File: config.mk
export PLATFORM = sky130hd
export DESIGN_NAME = pdf_envelope_checker_unit
export DESIGN_NICKNAME = d
export VERILOG_FILES = /design/src/rtl/pdfec_pkg.sv /design/src/rtl/pdfec_in_reg.sv /design/src/rtl/pdfec_core.sv /design/src/rtl/pdf_envelope_checker_unit.sv
export VERILOG_INCLUDE_DIRS = /design/src /design/src/rtl
export SDC_FILE = /design/constraint.sdc
export NUM_CORES = 1
export LEC_CHECK = 0
export BUFFER_PORTS_ARGS = -buffer_cell sky130_fd_sc_hd__buf_2
export CORE_UTILIZATION = 50
export DETAILED_ROUTE_END_ITERATION = 6
export PLACE_DENSITY = 0.68
export SLEW_MARGIN = 20
export SYNTH_ARGS = -nofsm -noshare
export SYNTH_HDL_FRONTEND = slang
export SYNTH_HIERARCHICAL = 1
export SYNTH_SLANG_ARGS = --single-unit
File: constraint.sdc
create_clock -name aclk -period 5.2 [get_ports aclk]
set_input_delay 0.52 -clock aclk [delete_from_list [all_inputs] [get_ports aclk]]
set_output_delay 0.52 -clock aclk [all_outputs]
set_load 0.02 [all_outputs]
File: src/rtl/pdf_envelope_checker_unit_macros.svh
// assertion helpers for the checker core
`ifndef PDF_ENVELOPE_CHECKER_UNIT_MACROS_SVH
`define PDF_ENVELOPE_CHECKER_UNIT_MACROS_SVH

// property that must hold at every clock edge out of reset
`define PDFEC_ASSERT_NOW(label, expr, msg) \
    label: assert property (@(posedge aclk) disable iff (!aresetn) (expr)) \
        else $error(msg);

// property whose consequence must hold in the cycle after its trigger
`define PDFEC_ASSERT_NEXT(label, ante, cons, msg) \
    label: assert property (@(posedge aclk) disable iff (!aresetn) (ante) |=> (cons)) \
        else $error(msg);

`endif

File: src/rtl/pdfec_pkg.sv
`default_nettype none

package pdfec_pkg;

    // widths
    localparam int CFG_W   = 28;
    localparam int COUNT_W = CFG_W + 1;
    localparam int BYTE_W  = 8;

    // trailer window and the counter that tracks it
    localparam int TAIL_WINDOW = 1024;
    localparam int SINCE_W     = $clog2(TAIL_WINDOW + 1);
    localparam logic [SINCE_W-1:0] SINCE_MAX   = SINCE_W'(TAIL_WINDOW);
    localparam logic [SINCE_W-1:0] SINCE_LIMIT = SINCE_W'(TAIL_WINDOW - 5);

    // header geometry
    localparam logic [COUNT_W-1:0] HEADER_MIN  = COUNT_W'(14);
    localparam logic [COUNT_W-1:0] HEADER_SPAN = COUNT_W'(9);

    // reset value of the size limit
    localparam logic [CFG_W-1:0] MAX_BYTES_RESET = CFG_W'(10485760);

    // "%%EO" as the four bytes preceding the final 'F'
    localparam logic [31:0] MARK_HEAD = 32'h2525_454F;

    // characters
    localparam logic [BYTE_W-1:0] CH_PCT   = 8'h25;
    localparam logic [BYTE_W-1:0] CH_P     = 8'h50;
    localparam logic [BYTE_W-1:0] CH_D     = 8'h44;
    localparam logic [BYTE_W-1:0] CH_F     = 8'h46;
    localparam logic [BYTE_W-1:0] CH_DASH  = 8'h2D;
    localparam logic [BYTE_W-1:0] CH_ONE   = 8'h31;
    localparam logic [BYTE_W-1:0] CH_TWO   = 8'h32;
    localparam logic [BYTE_W-1:0] CH_DOT   = 8'h2E;
    localparam logic [BYTE_W-1:0] CH_ZERO  = 8'h30;
    localparam logic [BYTE_W-1:0] CH_NINE  = 8'h39;
    localparam logic [BYTE_W-1:0] CH_CR    = 8'h0D;
    localparam logic [BYTE_W-1:0] CH_LF    = 8'h0A;
    localparam logic [BYTE_W-1:0] CH_SPACE = 8'h20;
    localparam logic [BYTE_W-1:0] CH_TAB   = 8'h09;

    // verdict codes
    typedef enum logic [2:0] {
        VERDICT_OK     = 3'd0,
        VERDICT_SIZE   = 3'd1,
        VERDICT_HEADER = 3'd2,
        VERDICT_MARKER = 3'd3,
        VERDICT_TRAIL  = 3'd4
    } verdict_t;

    // one input beat
    typedef struct packed {
        logic [BYTE_W-1:0] data_byte;
        logic              has_byte;
        logic              last;
    } beat_t;

    // whitespace allowed after the end marker
    function automatic logic is_space(input logic [BYTE_W-1:0] b);
        return (b == CH_CR) || (b == CH_LF) || (b == CH_SPACE) || (b == CH_TAB);
    endfunction

    // expected header byte at a given position
    function automatic logic header_byte_ok(input logic [3:0] pos,
                                            input logic [BYTE_W-1:0] b);
        logic ok;
        unique case (pos)
            4'd0:    ok = (b == CH_PCT);
            4'd1:    ok = (b == CH_P);
            4'd2:    ok = (b == CH_D);
            4'd3:    ok = (b == CH_F);
            4'd4:    ok = (b == CH_DASH);
            4'd5:    ok = (b == CH_ONE) || (b == CH_TWO);
            4'd6:    ok = (b == CH_DOT);
            4'd7:    ok = (b >= CH_ZERO) && (b <= CH_NINE);
            4'd8:    ok = (b == CH_CR) || (b == CH_LF);
            default: ok = 1'b1;
        endcase
        return ok;
    endfunction

endpackage

`default_nettype wire

File: src/rtl/pdfec_in_reg.sv
`default_nettype none

module pdfec_in_reg (
    input  wire                  aclk,
    input  wire                  aresetn,
    input  wire                  s_valid,
    output logic                 s_ready,
    input  wire pdfec_pkg::beat_t s_beat,
    output logic                 beat_valid,
    output pdfec_pkg::beat_t     beat,
    input  wire                  beat_take
);

    logic             valid_reg;
    logic             valid_next;
    pdfec_pkg::beat_t beat_reg;

    // slot is free when empty or drained this cycle
    assign s_ready = !valid_reg || beat_take;

    always_comb begin
        valid_next = valid_reg;
        if (s_ready) begin
            valid_next = s_valid;
        end
    end

    // occupancy flag
    always_ff @(posedge aclk) begin
        if (!aresetn) begin
            valid_reg <= 1'b0;
        end else begin
            valid_reg <= valid_next;
        end
    end

    // payload capture
    always_ff @(posedge aclk) begin
        if (s_valid && s_ready) begin
            beat_reg <= s_beat;
        end
    end

    assign beat_valid = valid_reg;
    assign beat       = beat_reg;

endmodule

`default_nettype wire

File: src/rtl/pdfec_core.sv
`default_nettype none

`include "pdf_envelope_checker_unit_macros.svh"

module pdfec_core (
    input  wire                          aclk,
    input  wire                          aresetn,
    input  wire [pdfec_pkg::CFG_W-1:0]   max_bytes,
    input  wire                          beat_valid,
    input  wire pdfec_pkg::beat_t        beat,
    output logic                         beat_take,
    output logic                         m_valid,
    input  wire                          m_ready,
    output pdfec_pkg::verdict_t          m_verdict
);

    logic [pdfec_pkg::COUNT_W-1:0] count_reg, count_next;
    logic                          hdr_reg, hdr_next;
    logic [31:0]                   recent_reg, recent_next;
    logic                          seen_reg, seen_next;
    logic [pdfec_pkg::SINCE_W-1:0] since_reg, since_next;
    logic                          dirty_reg, dirty_next;
    logic                          out_valid_reg, out_valid_next;
    pdfec_pkg::verdict_t           verdict_reg, verdict_next;

    logic [pdfec_pkg::COUNT_W-1:0] limit;
    logic                          marker_hit;
    logic                          finish;

    assign limit = {1'b0, max_bytes};

    // a closing beat needs the result slot, others go straight through
    assign beat_take = beat_valid && (!beat.last || !out_valid_reg || m_ready);
    assign finish    = beat_take && beat.last;
    assign marker_hit = (recent_reg == pdfec_pkg::MARK_HEAD) && (beat.data_byte == pdfec_pkg::CH_F);

    // document tracking with the incoming byte folded in
    always_comb begin
        count_next  = count_reg;
        hdr_next    = hdr_reg;
        recent_next = recent_reg;
        seen_next   = seen_reg;
        since_next  = since_reg;
        dirty_next  = dirty_reg;
        if (beat.has_byte) begin
            if (count_reg < pdfec_pkg::HEADER_SPAN &&
                !pdfec_pkg::header_byte_ok(count_reg[3:0], beat.data_byte)) begin
                hdr_next = 1'b0;
            end
            if (count_reg <= limit) begin
                count_next = count_reg + pdfec_pkg::COUNT_W'(1);
            end
            if (marker_hit) begin
                seen_next  = 1'b1;
                since_next = '0;
                dirty_next = 1'b0;
            end else begin
                if (since_reg < pdfec_pkg::SINCE_MAX) begin
                    since_next = since_reg + pdfec_pkg::SINCE_W'(1);
                end
                if (!pdfec_pkg::is_space(beat.data_byte)) begin
                    dirty_next = 1'b1;
                end
            end
            recent_next = {recent_reg[23:0], beat.data_byte};
        end
    end

    // verdict from the updated document state, first failing check wins
    always_comb begin
        if (count_next == '0 || count_next > limit) begin
            verdict_next = pdfec_pkg::VERDICT_SIZE;
        end else if (count_next < pdfec_pkg::HEADER_MIN || !hdr_next) begin
            verdict_next = pdfec_pkg::VERDICT_HEADER;
        end else if (!seen_next || since_next > pdfec_pkg::SINCE_LIMIT) begin
            verdict_next = pdfec_pkg::VERDICT_MARKER;
        end else if (dirty_next) begin
            verdict_next = pdfec_pkg::VERDICT_TRAIL;
        end else begin
            verdict_next = pdfec_pkg::VERDICT_OK;
        end
    end

    // result slot occupancy
    always_comb begin
        out_valid_next = out_valid_reg;
        if (finish) begin
            out_valid_next = 1'b1;
        end else if (m_ready) begin
            out_valid_next = 1'b0;
        end
    end

    // document state, cleared after each verdict
    always_ff @(posedge aclk) begin
        if (!aresetn || finish) begin
            count_reg  <= '0;
            hdr_reg    <= 1'b1;
            recent_reg <= '0;
            seen_reg   <= 1'b0;
            since_reg  <= '0;
            dirty_reg  <= 1'b0;
        end else if (beat_take) begin
            count_reg  <= count_next;
            hdr_reg    <= hdr_next;
            recent_reg <= recent_next;
            seen_reg   <= seen_next;
            since_reg  <= since_next;
            dirty_reg  <= dirty_next;
        end
    end

    // result register
    always_ff @(posedge aclk) begin
        if (!aresetn) begin
            out_valid_reg <= 1'b0;
        end else begin
            out_valid_reg <= out_valid_next;
        end
    end

    always_ff @(posedge aclk) begin
        if (finish) begin
            verdict_reg <= verdict_next;
        end
    end

    assign m_valid   = out_valid_reg;
    assign m_verdict = verdict_reg;

    // checks
    `PDFEC_ASSERT_NEXT(a_close, finish, count_reg == '0 && out_valid_reg, "close not applied")
    `PDFEC_ASSERT_NOW(a_count_sat, count_reg <= limit + pdfec_pkg::COUNT_W'(1), "count past limit")
    `PDFEC_ASSERT_NOW(a_since_sat, since_reg <= pdfec_pkg::SINCE_MAX, "distance past window")
    `PDFEC_ASSERT_NOW(a_no_drop, !(finish && out_valid_reg && !m_ready), "result overwritten")

endmodule

`default_nettype wire

File: src/rtl/pdf_envelope_checker_unit.sv
`default_nettype none

// channel   direction  contents
// s_*       in         tdata[7:0] data_byte, tuser has_byte, tlast last
// m_*       out        tdata[2:0] verdict, tdata[7:3] zero
// cfg_*     in         cfg_data[27:0] max_bytes
//
// one beat per cycle in while no closing beat waits on a stalled result; a closing
// beat gives its verdict through the input register, then the result register
// aresetn is synchronous; it clears the document state, limit returns to 10485760
// a stalled result holds only closing beats; a held closing beat also blocks the beats behind it
// cfg writes are always ready and take effect on the next cycle

module pdf_envelope_checker_unit (
    input  wire         aclk,
    input  wire         aresetn,
    input  wire         s_tvalid,
    output logic        s_tready,
    input  wire  [7:0]  s_tdata,    // [7:0] data_byte
    input  wire         s_tuser,    // [0] has_byte
    input  wire         s_tlast,
    output logic        m_tvalid,
    input  wire         m_tready,
    output logic [7:0]  m_tdata,    // [2:0] verdict, [7:3] zero
    input  wire         cfg_valid,
    output logic        cfg_ready,
    input  wire  [27:0] cfg_data
);

    logic [pdfec_pkg::CFG_W-1:0] max_bytes_reg;
    pdfec_pkg::beat_t            s_beat;
    pdfec_pkg::beat_t            beat;
    logic                        beat_valid;
    logic                        beat_take;
    pdfec_pkg::verdict_t         verdict;

    // size limit register
    assign cfg_ready = 1'b1;

    always_ff @(posedge aclk) begin
        if (!aresetn) begin
            max_bytes_reg <= pdfec_pkg::MAX_BYTES_RESET;
        end else if (cfg_valid && cfg_ready) begin
            max_bytes_reg <= cfg_data;
        end
    end

    // beat unpacking
    assign s_beat.data_byte = s_tdata;
    assign s_beat.has_byte  = s_tuser;
    assign s_beat.last      = s_tlast;

    pdfec_in_reg u_in_reg (
        .aclk       (aclk),
        .aresetn    (aresetn),
        .s_valid    (s_tvalid),
        .s_ready    (s_tready),
        .s_beat     (s_beat),
        .beat_valid (beat_valid),
        .beat       (beat),
        .beat_take  (beat_take)
    );

    pdfec_core u_core (
        .aclk       (aclk),
        .aresetn    (aresetn),
        .max_bytes  (max_bytes_reg),
        .beat_valid (beat_valid),
        .beat       (beat),
        .beat_take  (beat_take),
        .m_valid    (m_tvalid),
        .m_ready    (m_tready),
        .m_verdict  (verdict)
    );

    assign m_tdata = {5'b0, verdict};

endmodule

`default_nettype wire
==> results.md <==
* Seq cells post-synth at 118
* Syn Inst Count at 954
* Tot Pwr at 2.40 mW
* Data required, critical path at 5.37 ns
* Grt total ovfl at 0
* Gpl congestion at 0.931
* Post-synthesis cell type with the largest combined area: dfxtp_1
* Layout cells sized above 1 at 12.8%
* Starting density of the core at 51.2%
* Vias in the first global route at 6,189
* CTS tree: built
* Sink Count at 118
* TritonCTS Buffers at 17
* Initial antenna violation count at 0
* Number of flops mapped to enable cells by yosys at 13
* Core Footprint at 15,100 µm²
* Met3 wire len at 1.17 mm
* Crit path kind: flip-flop to flip-flop
* Post-Route WL at 19.3 mm
* Global-route wire length before repair at 31.2 mm
* Critical path arrival at 5.08 ns
* Number of iterations in the first detailed-routing pass at 5
* Final setup viols at 0
* Layout Skew at 0.00638 ns
* Routed metal-1 wirelength at 8.88 mm
* Pre-CTS WS at 0.115 ns
* Fmax at 204 MHz
* # DRC at 0
* Ant. Diodes at 0
* Layout Nets at 1,096
* Routed len/inst at 16.1 µm
* Distinct cells, synth at 73
* Register area at 2490 µm²
* Skew-Pair Late Insertion Delay at 0.42 ns
* Synth Flop Type: dfxtp_1
* Clk Tree Root Cell: clkbuf_16
* Post-DP HPWL at 13.9 mm
* MaxCap Viol Count at 0
* Status: finished, final reports clean
* Placement row count at 45
* Metal2 WL at 8.72 mm
* Die height at 126 µm
* Share of flip-flops with an asynchronous set or reset at 0%
* Iter 0 DRT Violations at 610
* GRT Util Overall at 24.7%
* Vias/cell at 5.73
* Lkg Pwr at 3.54 nW
* Die Footprint at 16,000 µm²
* TNS Setup at 0 ns
* Critical path peak fanout at 11
* Max reg flops at 32
* Max IR drop VDD at 0.000227 V
* Max-slew violations at 0
* H-tree depth at 4
* Cell Area, Synth at 7750 µm²
* Synth area leaders: dfxtp_1 (27%), ha_1 (9.2%), nand2_1 (6.2%)
* Top Layer Used: met4
* Synthesis warning total at 6
* Final ANT Viol Nets at 0
* Crit. End Element: flip-flop
* Fillers at 1,408
* RSZ-0062 raised after global routing: no
* Tcrit/Tclk final at 94.5%
* Width of the chip at 126 µm
* Clock-pin slew on the worst setup and hold paths at 0.06 ns
* Hold Vio Cnt, Final at 0
* Final hold slack at 0.270 ns
* Port bufs at 47
* Share of the synthesized area in the top cell type at 27.1%
* Crit path time final at 4.91 ns
* Avg Synthesized Cell Area at 8.12 µm²
* Area growth syn-to-layout at 13.2%
* Rel. slew slack at 31.8%
* P per Cell Area at 273 nW/µm²
* Critical Path Start Type: flip-flop
* Multi-input gate area at 4810 µm²
* CTS Hold Buffers Added at 0
* Sequential fraction of the synthesis area at 32.2%
* Total number of vias at 6,856
* Final worst slack at 0.288 ns
* Largest net degree at the start of global routing at 53
* Longest Clk Path Bufs at 2
* Hold crit path type: input pin to flip-flop
* I/O pins at 54
* Tightest Pin Transition at 1.02 ns
[synth_stat cells (12+ instances only)]
cell type	count
nor3_1	15
ha_1	57
inv_1	46
o21ai_0	29
xnor2_1	32
nand2_1	127
mux2i_1	31
nand4_1	20
xor2_1	32
a21oi_1	79
nor4_1	19
edfxtp_1	13
or3_1	14
a211oi_1	12
nand3_1	32
nor2b_1	37
nor2_1	66
dfxtp_1	105
clkbuf_1	40
[what timing repair did]
action	4_1_cts	5_1_grt
setup endpoints to repair	0	3
setup buffers	0	3
resized for setup	0	4
hold endpoints to repair	0	0
[cell type report]
| type | instances | share of cell area [%] |
|---|---|---|
| Timing Repair Buffer | 79 | 5.42 |
| Sequential cell | 118 | 28.4 |
| Multi-Input combinational cell | 734 | 54.9 |
| Clock buffer | 18 | 4.89 |
| Clock inverter | 14 | 1.74 |
| Tap cell | 188 | 2.68 |
| Inverter | 46 | 1.97 |
[metal layers]
layer | global-route usage [%] | vias to the layer above
met5 | 0 | -
met4 | 9.85 | 0
met3 | 4.39 | 41
met2 | 38.5 | 222
met1 | 33.8 | 3164
li1 | - | 3429
[cell usage in the layout (no fill, tap or decap), types with 5 or more instances in the layout]
cell         n
o21ai_0     29
a211o_1      5
xor2_1      32
dfxtp_1    105
a211oi_1    11
a21oi_1     79
nand4_1     20
buf_2       47
nor2_1      65
nor4_1      19
o21a_1       6
nand2b_1     6
nor3b_1      7
nor2b_1     37
buf_4       32
or3_1       14
and3_1      10
conb_1       6
nand2_1    127
and2_1       6
nand3_1     32
inv_1       46
edfxtp_1    13
and4_1       6
mux2i_1     31
clkbuf_16   17
nor3_1      15
a21o_1       8
ha_1        57
xnor2_1     32
[path summary, 6_finish.rpt]
check / start / endpoint / slack, ns / depth (start not counted)
min reg2reg: u_core/recent_reg[26]$_SDFFE_PP0P_ / u_core/recent_reg[26]$_SDFFE_PP0P_ / 0.45 / 2
min: s_tdata[2] / u_in_reg/beat[4]$_DFFE_PP_ / 0.27 / 1
max: u_core/count_reg[24]$_SDFFE_PP0P_ / u_core/m_verdict[0]$_SDFFCE_PP1P_ / 0.29 / 14
max reg2reg: u_core/count_reg[24]$_SDFFE_PP0P_ / u_core/m_verdict[0]$_SDFFCE_PP1P_ / 0.29 / 14
[cells by family (layout without fill, tap and decap cells)]
family	after synthesis	in the layout	synth area share (%)
AOI/OAI and AO/OA	180	180	14.7
xor gates and xnor gates	64	64	7.24
adders and majority gates	57	57	9.21
buffers and inverters	106	157	6.25
DFF	118	118	32.2
muxes	31	31	4.01
other	2	6	0.0969
and+or+nand+nor	396	396	26.3
[worst max-delay path, cell delays in order, from the launching register on]
cell	delay, ns
dfxtp_1	0.48
ha_1	0.32
a21oi_1	0.14
o21ai_0	0.26
a221oi_4	0.44
nand4_4	0.27
buf_4	0.23
a2111oi_0	0.71
xor2_1	0.15
ha_1	0.34
and4_1	0.25
nand2_1	0.09
nor4_1	0.43
a22oi_2	0.15
or3_1	0.40
[report_power, final]
part	switching [mW]	internal [mW]	total (mW)
registers	0.0244	0.948	0.973
clock network	0.452	0.709	1.16
logic	0.160	0.102	0.262
[stage by stage]
step                instances  util, %  area (µm²)
floorplan                 958        -        7760
global placement         1162     53.8        8140
detailed placement       1162     53.8        8140
CTS                      1194     57.6        8730
global route             1197     57.9        8770
finish                   1197     57.9        8770
Power figures use the tool's default switching activity.
